### src/design/lshp_pkg.sv
// ----------------------------------------------------------------------------
// lshp_pkg: shared types and constants
// Field widths, register and mode codes, and the tap control struct used by
// the six-tap half-pel interpolator.
// ----------------------------------------------------------------------------
package lshp_pkg;

  localparam int PIX_W   = 8;
  localparam int ENTRY_W = 40;   // five stacked rows of one window column
  localparam int INTER_W = 15;   // signed vertical intermediate
  localparam int MODE_W  = 2;
  localparam int SIZE_W  = 6;
  localparam int CFG_AW  = 4;
  localparam int CFG_DW  = 32;
  localparam int REG_IDX_W = 2;

  // First window row and column that yield an output pixel
  localparam int FIRST_OUT = 5;
  // Window side exceeds the output block side by this plus one
  localparam int BORDER = 4;

  localparam logic [REG_IDX_W-1:0] REG_MODE   = 2'd0;
  localparam logic [REG_IDX_W-1:0] REG_WIDTH  = 2'd1;
  localparam logic [REG_IDX_W-1:0] REG_HEIGHT = 2'd2;

  localparam logic [MODE_W-1:0] MODE_HORZ = 2'd0;
  localparam logic [MODE_W-1:0] MODE_VERT = 2'd1;
  // any other code selects the center (two-dimensional) filter

  localparam logic [SIZE_W-1:0] RESET_SIZE = 6'd16;

  typedef logic [PIX_W-1:0]   pix_t;
  typedef logic [ENTRY_W-1:0] entry_t;

  typedef struct packed {
    logic shift;   // one column beat moves through the taps
    logic clear;   // restart after a register write
  } tap_ctl_t;

endpackage

### src/design/lshp_cfg.sv
// ----------------------------------------------------------------------------
// lshp_cfg: configuration registers
// APB-style register file for filter mode and block size; any write to a
// defined register pulses restart.
// ----------------------------------------------------------------------------
module lshp_cfg (
  input  logic                              clk,
  input  logic                              rst,
  input  logic                              psel,
  input  logic                              penable,
  input  logic                              pwrite,
  input  logic [lshp_pkg::CFG_AW-1:0]       paddr,
  input  logic [lshp_pkg::CFG_DW-1:0]       pwdata,
  output logic [lshp_pkg::CFG_DW-1:0]       prdata,
  output logic                              pready,
  output logic [lshp_pkg::MODE_W-1:0]       mode,
  output logic [lshp_pkg::SIZE_W-1:0]       width_cfg,
  output logic [lshp_pkg::SIZE_W-1:0]       height_cfg,
  output logic                              restart
);

  logic                               wr;
  logic [lshp_pkg::REG_IDX_W-1:0]     idx;

  assign pready = 1'b1;
  assign wr     = psel && penable && pwrite;
  assign idx    = paddr[lshp_pkg::CFG_AW-1:2];

  assign restart = wr && ((idx == lshp_pkg::REG_MODE) || (idx == lshp_pkg::REG_WIDTH) ||
                          (idx == lshp_pkg::REG_HEIGHT));

  always_ff @(posedge clk) begin
    if (rst) begin
      mode       <= lshp_pkg::MODE_HORZ;
      width_cfg  <= lshp_pkg::RESET_SIZE;
      height_cfg <= lshp_pkg::RESET_SIZE;
    end else if (wr) begin
      case (idx)
        lshp_pkg::REG_MODE:   mode       <= pwdata[lshp_pkg::MODE_W-1:0];
        lshp_pkg::REG_WIDTH:  width_cfg  <= pwdata[lshp_pkg::SIZE_W-1:0];
        lshp_pkg::REG_HEIGHT: height_cfg <= pwdata[lshp_pkg::SIZE_W-1:0];
        default: ;
      endcase
    end
  end

  always_comb begin
    case (idx)
      lshp_pkg::REG_MODE:   prdata = lshp_pkg::CFG_DW'(mode);
      lshp_pkg::REG_WIDTH:  prdata = lshp_pkg::CFG_DW'(width_cfg);
      lshp_pkg::REG_HEIGHT: prdata = lshp_pkg::CFG_DW'(height_cfg);
      default:              prdata = '0;
    endcase
  end

endmodule

### src/design/lshp_line_mem.sv
// ----------------------------------------------------------------------------
// lshp_line_mem: row store
// One entry per window column holding the five previous rows; synchronous
// write port and registered read port.
// ----------------------------------------------------------------------------
module lshp_line_mem #(
  parameter int DEPTH = 37,
  parameter int AW    = 6
) (
  input  logic                  clk,
  input  logic                  rd_en,
  input  logic [AW-1:0]         rd_addr,
  output lshp_pkg::entry_t      rd_data,
  input  logic                  wr_en,
  input  logic [AW-1:0]         wr_addr,
  input  lshp_pkg::entry_t      wr_data
);

  lshp_pkg::entry_t mem [DEPTH];

  always_ff @(posedge clk) begin
    if (wr_en) begin
      mem[wr_addr] <= wr_data;
    end
    if (rd_en) begin
      rd_data <= mem[rd_addr];
    end
  end

endmodule

### src/design/lshp_tap_filter.sv
// ----------------------------------------------------------------------------
// lshp_tap_filter: tap registers and six-tap filters
// Computes the vertical intermediate of each column beat, keeps the pixel and
// intermediate tap lines, and forms the rounded, clipped output pixel.
// ----------------------------------------------------------------------------
module lshp_tap_filter (
  input  logic                          clk,
  input  logic                          rst,
  input  lshp_pkg::tap_ctl_t            ctl,
  input  logic [lshp_pkg::MODE_W-1:0]   mode,
  input  lshp_pkg::entry_t              entry,
  input  lshp_pkg::pix_t                cur,
  output lshp_pkg::pix_t                pix
);

  localparam int SUM_W = 22;
  localparam int RND_W = SUM_W + 1;

  lshp_pkg::pix_t                       ptap [6];
  logic signed [lshp_pkg::INTER_W-1:0]  itap [6];
  logic signed [lshp_pkg::INTER_W-1:0]  vert;
  logic signed [SUM_W-1:0]              h_sum;
  logic signed [SUM_W-1:0]              c_sum;
  lshp_pkg::pix_t                       h_pix;
  lshp_pkg::pix_t                       v_pix;
  lshp_pkg::pix_t                       c_pix;

  function automatic logic signed [SUM_W-1:0] zx(input lshp_pkg::pix_t x);
    return $signed(SUM_W'(x));
  endfunction

  function automatic logic signed [SUM_W-1:0] sx(input logic signed [lshp_pkg::INTER_W-1:0] x);
    return SUM_W'(x);
  endfunction

  function automatic logic signed [SUM_W-1:0] six_tap(
    input logic signed [SUM_W-1:0] a, input logic signed [SUM_W-1:0] b,
    input logic signed [SUM_W-1:0] c, input logic signed [SUM_W-1:0] d,
    input logic signed [SUM_W-1:0] e, input logic signed [SUM_W-1:0] f
  );
    return (a + f) - (b + e) * 22'sd5 + (c + d) * 22'sd20;
  endfunction

  function automatic lshp_pkg::pix_t round_clip(input logic signed [SUM_W-1:0] x,
                                                input logic center);
    logic signed [RND_W-1:0] v;
    logic        [RND_W-1:0] r;
    lshp_pkg::pix_t          res;
    v = RND_W'(x) + (center ? 23'sd512 : 23'sd16);
    r = center ? ($unsigned(v) >> 10) : ($unsigned(v) >> 5);
    if (v < 0) begin
      res = '0;
    end else if (r > RND_W'(255)) begin
      res = 8'hFF;
    end else begin
      res = r[lshp_pkg::PIX_W-1:0];
    end
    return res;
  endfunction

  // entry byte 4 is the oldest row, byte 0 the newest; cur completes the column
  assign vert = lshp_pkg::INTER_W'(six_tap(zx(entry[39:32]), zx(entry[31:24]),
                                           zx(entry[23:16]), zx(entry[15:8]),
                                           zx(entry[7:0]),   zx(cur)));

  always_ff @(posedge clk) begin
    if (rst || ctl.clear) begin
      for (int i = 0; i < 6; i++) begin
        ptap[i] <= '0;
        itap[i] <= '0;
      end
    end else if (ctl.shift) begin
      for (int i = 0; i < 5; i++) begin
        ptap[i] <= ptap[i+1];
        itap[i] <= itap[i+1];
      end
      // window row three above the current one feeds the horizontal taps
      ptap[5] <= entry[23:16];
      itap[5] <= vert;
    end
  end

  assign h_sum = six_tap(zx(ptap[0]), zx(ptap[1]), zx(ptap[2]),
                         zx(ptap[3]), zx(ptap[4]), zx(ptap[5]));
  assign c_sum = six_tap(sx(itap[0]), sx(itap[1]), sx(itap[2]),
                         sx(itap[3]), sx(itap[4]), sx(itap[5]));

  assign h_pix = round_clip(h_sum, 1'b0);
  assign v_pix = round_clip(sx(itap[2]), 1'b0);
  assign c_pix = round_clip(c_sum, 1'b1);

  always_comb begin
    case (mode)
      lshp_pkg::MODE_HORZ: pix = h_pix;
      lshp_pkg::MODE_VERT: pix = v_pix;
      default:             pix = c_pix;
    endcase
  end

endmodule

### src/design/luma_sixtap_halfpel_interp_unit.sv
// ----------------------------------------------------------------------------
// luma_sixtap_halfpel_interp_unit: six-tap half-pel luma interpolator
// Raster window in, one half-pel pixel per beat once six rows and columns
// are present; horizontal, vertical and center modes.
// ----------------------------------------------------------------------------
// Source samples of a (width+5) by (height+5) window enter one per beat in
// raster order; the block sustains one sample per clock while the output is
// not stalled. Each sample passes the read stage, where the row store read
// issued at acceptance is registered, then the filter stage, where the
// read-modify-write of that column and the tap shift take place, before the
// filter loads the output register. The rate is set by the row store, which
// can take one read and one write every cycle. The row store has no clearing
// pass and is usable right after reset. A register write restarts the
// window; write only while the block is idle.
// ----------------------------------------------------------------------------
module luma_sixtap_halfpel_interp_unit #(
  parameter int MAX_WIDTH  = 32,
  parameter int MAX_HEIGHT = 32
) (
  input  logic                            clk,
  input  logic                            rst,
  input  logic                            psel,
  input  logic                            penable,
  input  logic                            pwrite,
  input  logic [lshp_pkg::CFG_AW-1:0]     paddr,
  input  logic [lshp_pkg::CFG_DW-1:0]     pwdata,
  output logic [lshp_pkg::CFG_DW-1:0]     prdata,
  output logic                            pready,
  input  logic                            in_valid,
  output logic                            in_stall,
  input  logic [7:0]                      src_pixel,
  output logic                            out_valid,
  input  logic                            out_stall,
  output logic [7:0]                      interp_pixel,
  output logic                            last_of_block
);

  localparam int DEPTH = MAX_WIDTH + 5;
  localparam int AW    = $clog2(DEPTH);
  localparam int RW    = $clog2(MAX_HEIGHT + 5);
  localparam logic [6:0] MAX_W7 = 7'(MAX_WIDTH);
  localparam logic [6:0] MAX_H7 = 7'(MAX_HEIGHT);

  logic [lshp_pkg::MODE_W-1:0]  mode;
  logic [lshp_pkg::SIZE_W-1:0]  width_cfg;
  logic [lshp_pkg::SIZE_W-1:0]  height_cfg;
  logic                         restart;

  logic [6:0]                   eff_w;
  logic [6:0]                   eff_h;
  logic [AW-1:0]                col_lim;
  logic [RW-1:0]                row_lim;
  logic [AW-1:0]                col;
  logic [RW-1:0]                row;

  logic                         accept;
  logic                         out_free;
  logic                         s2_can_load;
  logic                         s1_move;

  logic                         s1_valid;
  logic [AW-1:0]                s1_col;
  lshp_pkg::pix_t               s1_cur;
  logic                         s1_produce;
  logic                         s1_last;
  logic                         s2_valid;
  logic                         s2_last;

  lshp_pkg::entry_t             rd_data;
  lshp_pkg::tap_ctl_t           tap_ctl;
  lshp_pkg::pix_t               filt_pix;

  function automatic logic [6:0] eff_size(input logic [lshp_pkg::SIZE_W-1:0] v,
                                          input logic [6:0] mx);
    logic [6:0] res;
    if (v == '0) begin
      res = 7'd1;
    end else if (7'(v) > mx) begin
      res = mx;
    end else begin
      res = 7'(v);
    end
    return res;
  endfunction

  lshp_cfg u_cfg (
    .clk        (clk),
    .rst        (rst),
    .psel       (psel),
    .penable    (penable),
    .pwrite     (pwrite),
    .paddr      (paddr),
    .pwdata     (pwdata),
    .prdata     (prdata),
    .pready     (pready),
    .mode       (mode),
    .width_cfg  (width_cfg),
    .height_cfg (height_cfg),
    .restart    (restart)
  );

  assign eff_w   = eff_size(width_cfg, MAX_W7);
  assign eff_h   = eff_size(height_cfg, MAX_H7);
  assign col_lim = AW'(eff_w + 7'(lshp_pkg::BORDER));
  assign row_lim = RW'(eff_h + 7'(lshp_pkg::BORDER));

  // Pipeline flow: output register, then filter stage, then read stage
  assign out_free    = !out_valid || !out_stall;
  assign s2_can_load = !s2_valid || out_free;
  assign s1_move     = s1_valid && s2_can_load;
  assign in_stall    = s1_valid && !s2_can_load;
  assign accept      = in_valid && !in_stall;

  always_ff @(posedge clk) begin
    if (rst || restart) begin
      col <= '0;
      row <= '0;
    end else if (accept) begin
      if (col >= col_lim) begin
        col <= '0;
        row <= (row >= row_lim) ? '0 : row + RW'(1);
      end else begin
        col <= col + AW'(1);
      end
    end
  end

  // A column is read again only a full window row later, so the read and
  // write-back of the same entry never overlap.
  lshp_line_mem #(
    .DEPTH (DEPTH),
    .AW    (AW)
  ) u_line_mem (
    .clk     (clk),
    .rd_en   (accept),
    .rd_addr (col),
    .rd_data (rd_data),
    .wr_en   (s1_move),
    .wr_addr (s1_col),
    .wr_data ({rd_data[31:0], s1_cur})
  );

  always_ff @(posedge clk) begin
    if (rst) begin
      s1_valid <= 1'b0;
    end else if (accept) begin
      s1_valid <= 1'b1;
    end else if (s1_move) begin
      s1_valid <= 1'b0;
    end
  end

  always_ff @(posedge clk) begin
    if (accept) begin
      s1_col     <= col;
      s1_cur     <= src_pixel;
      s1_produce <= (col >= AW'(lshp_pkg::FIRST_OUT)) && (row >= RW'(lshp_pkg::FIRST_OUT));
      s1_last    <= (col >= col_lim) && (row >= row_lim);
    end
  end

  assign tap_ctl.shift = s1_move;
  assign tap_ctl.clear = restart;

  lshp_tap_filter u_tap_filter (
    .clk   (clk),
    .rst   (rst),
    .ctl   (tap_ctl),
    .mode  (mode),
    .entry (rd_data),
    .cur   (s1_cur),
    .pix   (filt_pix)
  );

  // Filter stage: taps hold this beat's window until it moves on
  always_ff @(posedge clk) begin
    if (rst) begin
      s2_valid <= 1'b0;
    end else if (s1_move) begin
      s2_valid <= s1_produce;
    end else if (s2_valid && out_free) begin
      s2_valid <= 1'b0;
    end
  end

  always_ff @(posedge clk) begin
    if (s1_move) begin
      s2_last <= s1_last;
    end
  end

  always_ff @(posedge clk) begin
    if (rst) begin
      out_valid <= 1'b0;
    end else if (out_free) begin
      out_valid <= s2_valid;
    end
  end

  always_ff @(posedge clk) begin
    if (out_free && s2_valid) begin
      interp_pixel  <= filt_pix;
      last_of_block <= s2_last;
    end
  end

  a_count_range: assert property (@(posedge clk) disable iff (rst)
    (col <= col_lim) && (row <= row_lim))
    else $error("window counters beyond block limits");

  a_last_produces: assert property (@(posedge clk) disable iff (rst)
    s1_move && s1_last |=> s2_valid && s2_last)
    else $error("last window sample did not reach the filter stage");

  a_bubble_drops: assert property (@(posedge clk) disable iff (rst)
    s1_move && !s1_produce |=> !s2_valid)
    else $error("border sample loaded the filter stage");

endmodule

### config.mk
export PLATFORM = sky130hd
export DESIGN_NAME = luma_sixtap_halfpel_interp_unit
export DESIGN_NICKNAME = d
export VERILOG_FILES = /design/src/design/lshp_pkg.sv /design/src/design/lshp_cfg.sv /design/src/design/lshp_line_mem.sv /design/src/design/lshp_tap_filter.sv /design/src/design/luma_sixtap_halfpel_interp_unit.sv
export SDC_FILE = /design/constraint.sdc
export NUM_CORES = 2
export LEC_CHECK = 0
export BUFFER_PORTS_ARGS = -buffer_cell sky130_fd_sc_hd__buf_2
export CORE_ASPECT_RATIO = 2
export CORE_MARGIN = 3
export CORE_UTILIZATION = 35
export CTS_CLUSTER_DIAMETER = 120
export DETAILED_ROUTE_END_ITERATION = 16
export GPL_ROUTABILITY_DRIVEN = 0
export PLACE_DENSITY = 0.52
export REMOVE_ABC_BUFFERS = 1
export SYNTH_ARGS = -nofsm -noshare
export SYNTH_HDL_FRONTEND = slang
export SYNTH_SLANG_ARGS = --single-unit
### constraint.sdc
create_clock -name clk -period 11.5 [get_ports clk]
set_input_delay 0.575 -clock clk [delete_from_list [all_inputs] [get_ports clk]]
set_output_delay 0.575 -clock clk [all_outputs]
set_load 0.005 [all_outputs]
==> flow_metrics.tcl <==
set metrics [dict create \
    run_status "finished clean" \
    clock_latency_ns 0.80 \
    wl_met2_um 119000 \
    rrSetupSlack_ns 2.39 \
    core_um2 214000 \
    r2r_start "u_tap_filter.itap[3][0]" \
    nFillCells 19485 \
    power.leakage_nw 28.4 \
    timing.critical_path.mode_cell "ha_1" \
    postCtsSetupRepairBufs 0 \
    slew_violations 0 \
    end_kind "flop" \
    worst_slew_pin_slew_ns 1.29 \
    worst_hold_path_type "input pin to flop" \
    crit_slowest_cell "fa_1" \
    fin_skew_ns 0.0388 \
    ys_seq_area_frac 0.676 \
    drive_above_1_share 0.199 \
    synth_top_area_cell "edfxtp_1" \
    r2r-end "interp_pixel[7]" \
    max_cap_viol_count 0 \
    synth_area_leaders "edfxtp_1 67%, mux4_2 13%, ha_1 5.1%" \
    cts-buffers-inserted 160 \
    power_density_nw_per_um2 250 \
    top_layer_used "met4" \
    ir_drop_mv 0.348 \
    ys_ff_latch 1713 \
    start_util 0.353 \
    yosys-top-cells-count "1684 x edfxtp_1, 440 x mux4_2, 306 x ha_1" \
    drtIter0Drc 2618 \
    place_inst 6898 \
    clockRootBuffer "clkbuf_16" \
    wl_per_cell_um 28.1 \
    startpoint_type "flop" \
    place_hpwl_um 120000 \
    startpoint "u_tap_filter.itap[3][0]" \
    antenna_found_initial 1 \
    numClockSinks 1713 \
    critPathMaxFanout 7 \
    fin_crit_sh 0.792 \
    netlist_area_um2 75700 \
    ys_warn_count 0 \
    cts_tree "done" \
    globalRouteOverflowTotal 0 \
    reg2regPathDepth 37 \
    die_w_um 335 \
    die_area_um2 222000 \
    design.portCount 95 \
    viasPerCell 5.28 \
    crit_end "interp_pixel[7]" \
    drc 0 \
    grt_pass1_wl_um 290000 \
    dr.pass1.iters 5 \
    rsz0062_at_grt "no" \
    route.vias.total 37960 \
    synthCells 4128 \
    synthFlopType "edfxtp_1" \
    grt_usage 0.182 \
    syn_to_final_growth_pct 12.1 \
    nets 4717 \
    layoutNonFillerInstCount 7187 \
    setup-violations-final 0 \
    holdWs_ns 0.0643 \
    crit_required_ns 12.12 \
    port_buffers 39 \
    synth_top_area_frac 0.668 \
    die_h_um 664 \
    synthMostInstantiatedCell "edfxtp_1" \
    wirelength_um 202000 \
    rows 240 \
    fmax_mhz 110 \
    timing_hold_violations_final 0 \
    grt_max_degree 99 \
    ys_types 82 \
    grt_pass1_vias 40700 \
    crit_type "flop to flop" \
    ant_nets 0 \
    cts_max_level 4 \
    met3_length_um 5080 \
    wl_met1_um 70800 \
    relSlewSlack 0.143 \
    async_flop_share 0 \
    fin_crit_ns 9.11 \
    avgSynthCellArea_um2 18.3 \
    worstPathArrival_ns 9.72 \
    clk_pin_slew_ns 0.06 \
    cts_buffer_depth 4 \
    synth_edf_count 1684 \
    cpPeakStageDelay_ns 0.54 \
]
[flip-flops by register name, summed over array words and instances (netlist names), 8 cells and up]
register,flops
interp_pixel,8
s1_cur,8
u_line_mem.mem,1480
u_line_mem.rd_data,40
u_tap_filter.ptap,48
u_tap_filter.itap,90
[power breakdown]
group,internal [W],leakage [nW],switching (W)
registers,0.00704,15.7,0.0000704
logic,0.00375,10.3,0.00524
clock network,0.00285,2.39,0.00231
total,0.0136,28.4,0.00762
[worst max-delay path: cells and delay by family, from the launching register on]
kind	cells	cell delay (ns)
AO/OA/AOI/OAI	17	3.13
XOR/XNOR	2	0.43
flip-flops	1	0.39
AND/OR/NAND/NOR	4	1.34
buffers and inverters	4	0.25
multiplexers	1	0.20
adder cells (fa/ha/maj)	9	3.18
[cells in the final DEF (no fill, tap or decap), types with 18 or more instances in the layout]
master | Yosys | final
o21bai_1 | 39 | 39
a21oi_1 | 165 | 165
mux4_2 | 440 | 440
xnor2_1 | 108 | 108
nand3_1 | 31 | 31
nor2b_1 | 63 | 63
fa_1 | 72 | 72
nor2_1 | 139 | 100
inv_1 | 228 | 227
o21ai_0 | 49 | 49
a21o_1 | 36 | 36
clkbuf_1 | 123 | 33
clkbuf_16 | 0 | 163
nand2_1 | 47 | 46
edfxtp_1 | 1684 | 1684
clkinv_1 | 0 | 32
conb_1 | 2 | 27
and3_1 | 132 | 132
nand2b_1 | 20 | 20
a211oi_1 | 49 | 49
dfxtp_1 | 29 | 23
buf_2 | 3 | 39
ha_1 | 306 | 306
clkinv_2 | 0 | 27
nor3_1 | 18 | 18
xor2_1 | 57 | 57
nor2_4 | 0 | 39
buf_4 | 27 | 105
mux2i_1 | 60 | 60
[timing repair]
| action | 4_1_cts | 5_1_grt |
|---|---|---|
| hold buffers | 11 | 0 |
| hold endpoints to repair | 15 | 0 |
| gates resized for setup | 0 | 0 |
[per-stage QoR]
| stage | worst slack [ns] | TNS [ns] | utilization | instance area, um^2 | power [W] |
|---|---|---|---|---|---|
| 3_3_place_gp | 2.35 | 0 | 0.373 | 79900 | 0.0163 |
| 6_report | 2.39 | 0 | 0.396 | 84900 | 0.0213 |
| 2_1_floorplan | -5.69 | -289.35 | - | 75000 | 0.0142 |
| 4_1_cts | 2.28 | 0 | 0.396 | 84900 | 0.0216 |
| 3_5_place_dp | 2.33 | 0 | 0.373 | 79900 | 0.0163 |
| 5_1_grt | 1.81 | 0 | 0.396 | 84900 | 0.0227 |
[cell type report]
type / instances / area (um^2) / share of cell area
inverter: 228 / 857 / 0.0101
timing repair buffer: 161 / 1210 / 0.0143
antenna: 2 / 5.00 / 0.0000590
sequential: 1713 / 51200 / 0.603
multi-input combinational: 2024 / 23300 / 0.274
clock buffer: 196 / 4200 / 0.0495
clock inverter: 80 / 674 / 0.00794
tap: 2783 / 3480 / 0.0410
[how the worst min path moves through the flow]
stage	from	end	slack, ns	cells after the start
2_1_floorplan	s2_last	last_of_block	0.40	0
6_report	src_pixel[1]	s1_cur[1]	0.06	1
3_5_place_dp	s1_last	s2_last	0.43	0
5_1_grt	src_pixel[1]	s1_cur[1]	0.04	1
4_1_cts	pwdata[1]	u_cfg.mode[1]	0.004	3
3_3_place_gp	s1_last	s2_last	0.42	0
[cell families after synthesis]
| family | share of synthesized area |
|---|---|
| buffers and inverters | 0.0220 |
| adders and majority gates | 0.0696 |
| DFF | 0.676 |
| xor gates and xnor gates | 0.0199 |
| AOI/OAI and AO/OA | 0.0376 |
| other | 0.0000992 |
| muxes | 0.139 |
| and+or+nand+nor | 0.0362 |
[routing by layer]
layer  track usage  vias up
met5             0        -
met4        0.0579        0
met3        0.0150      274
met2         0.370      672
met1         0.193    20295
li1              -    16719
Power figures use the tool's default switching activity.
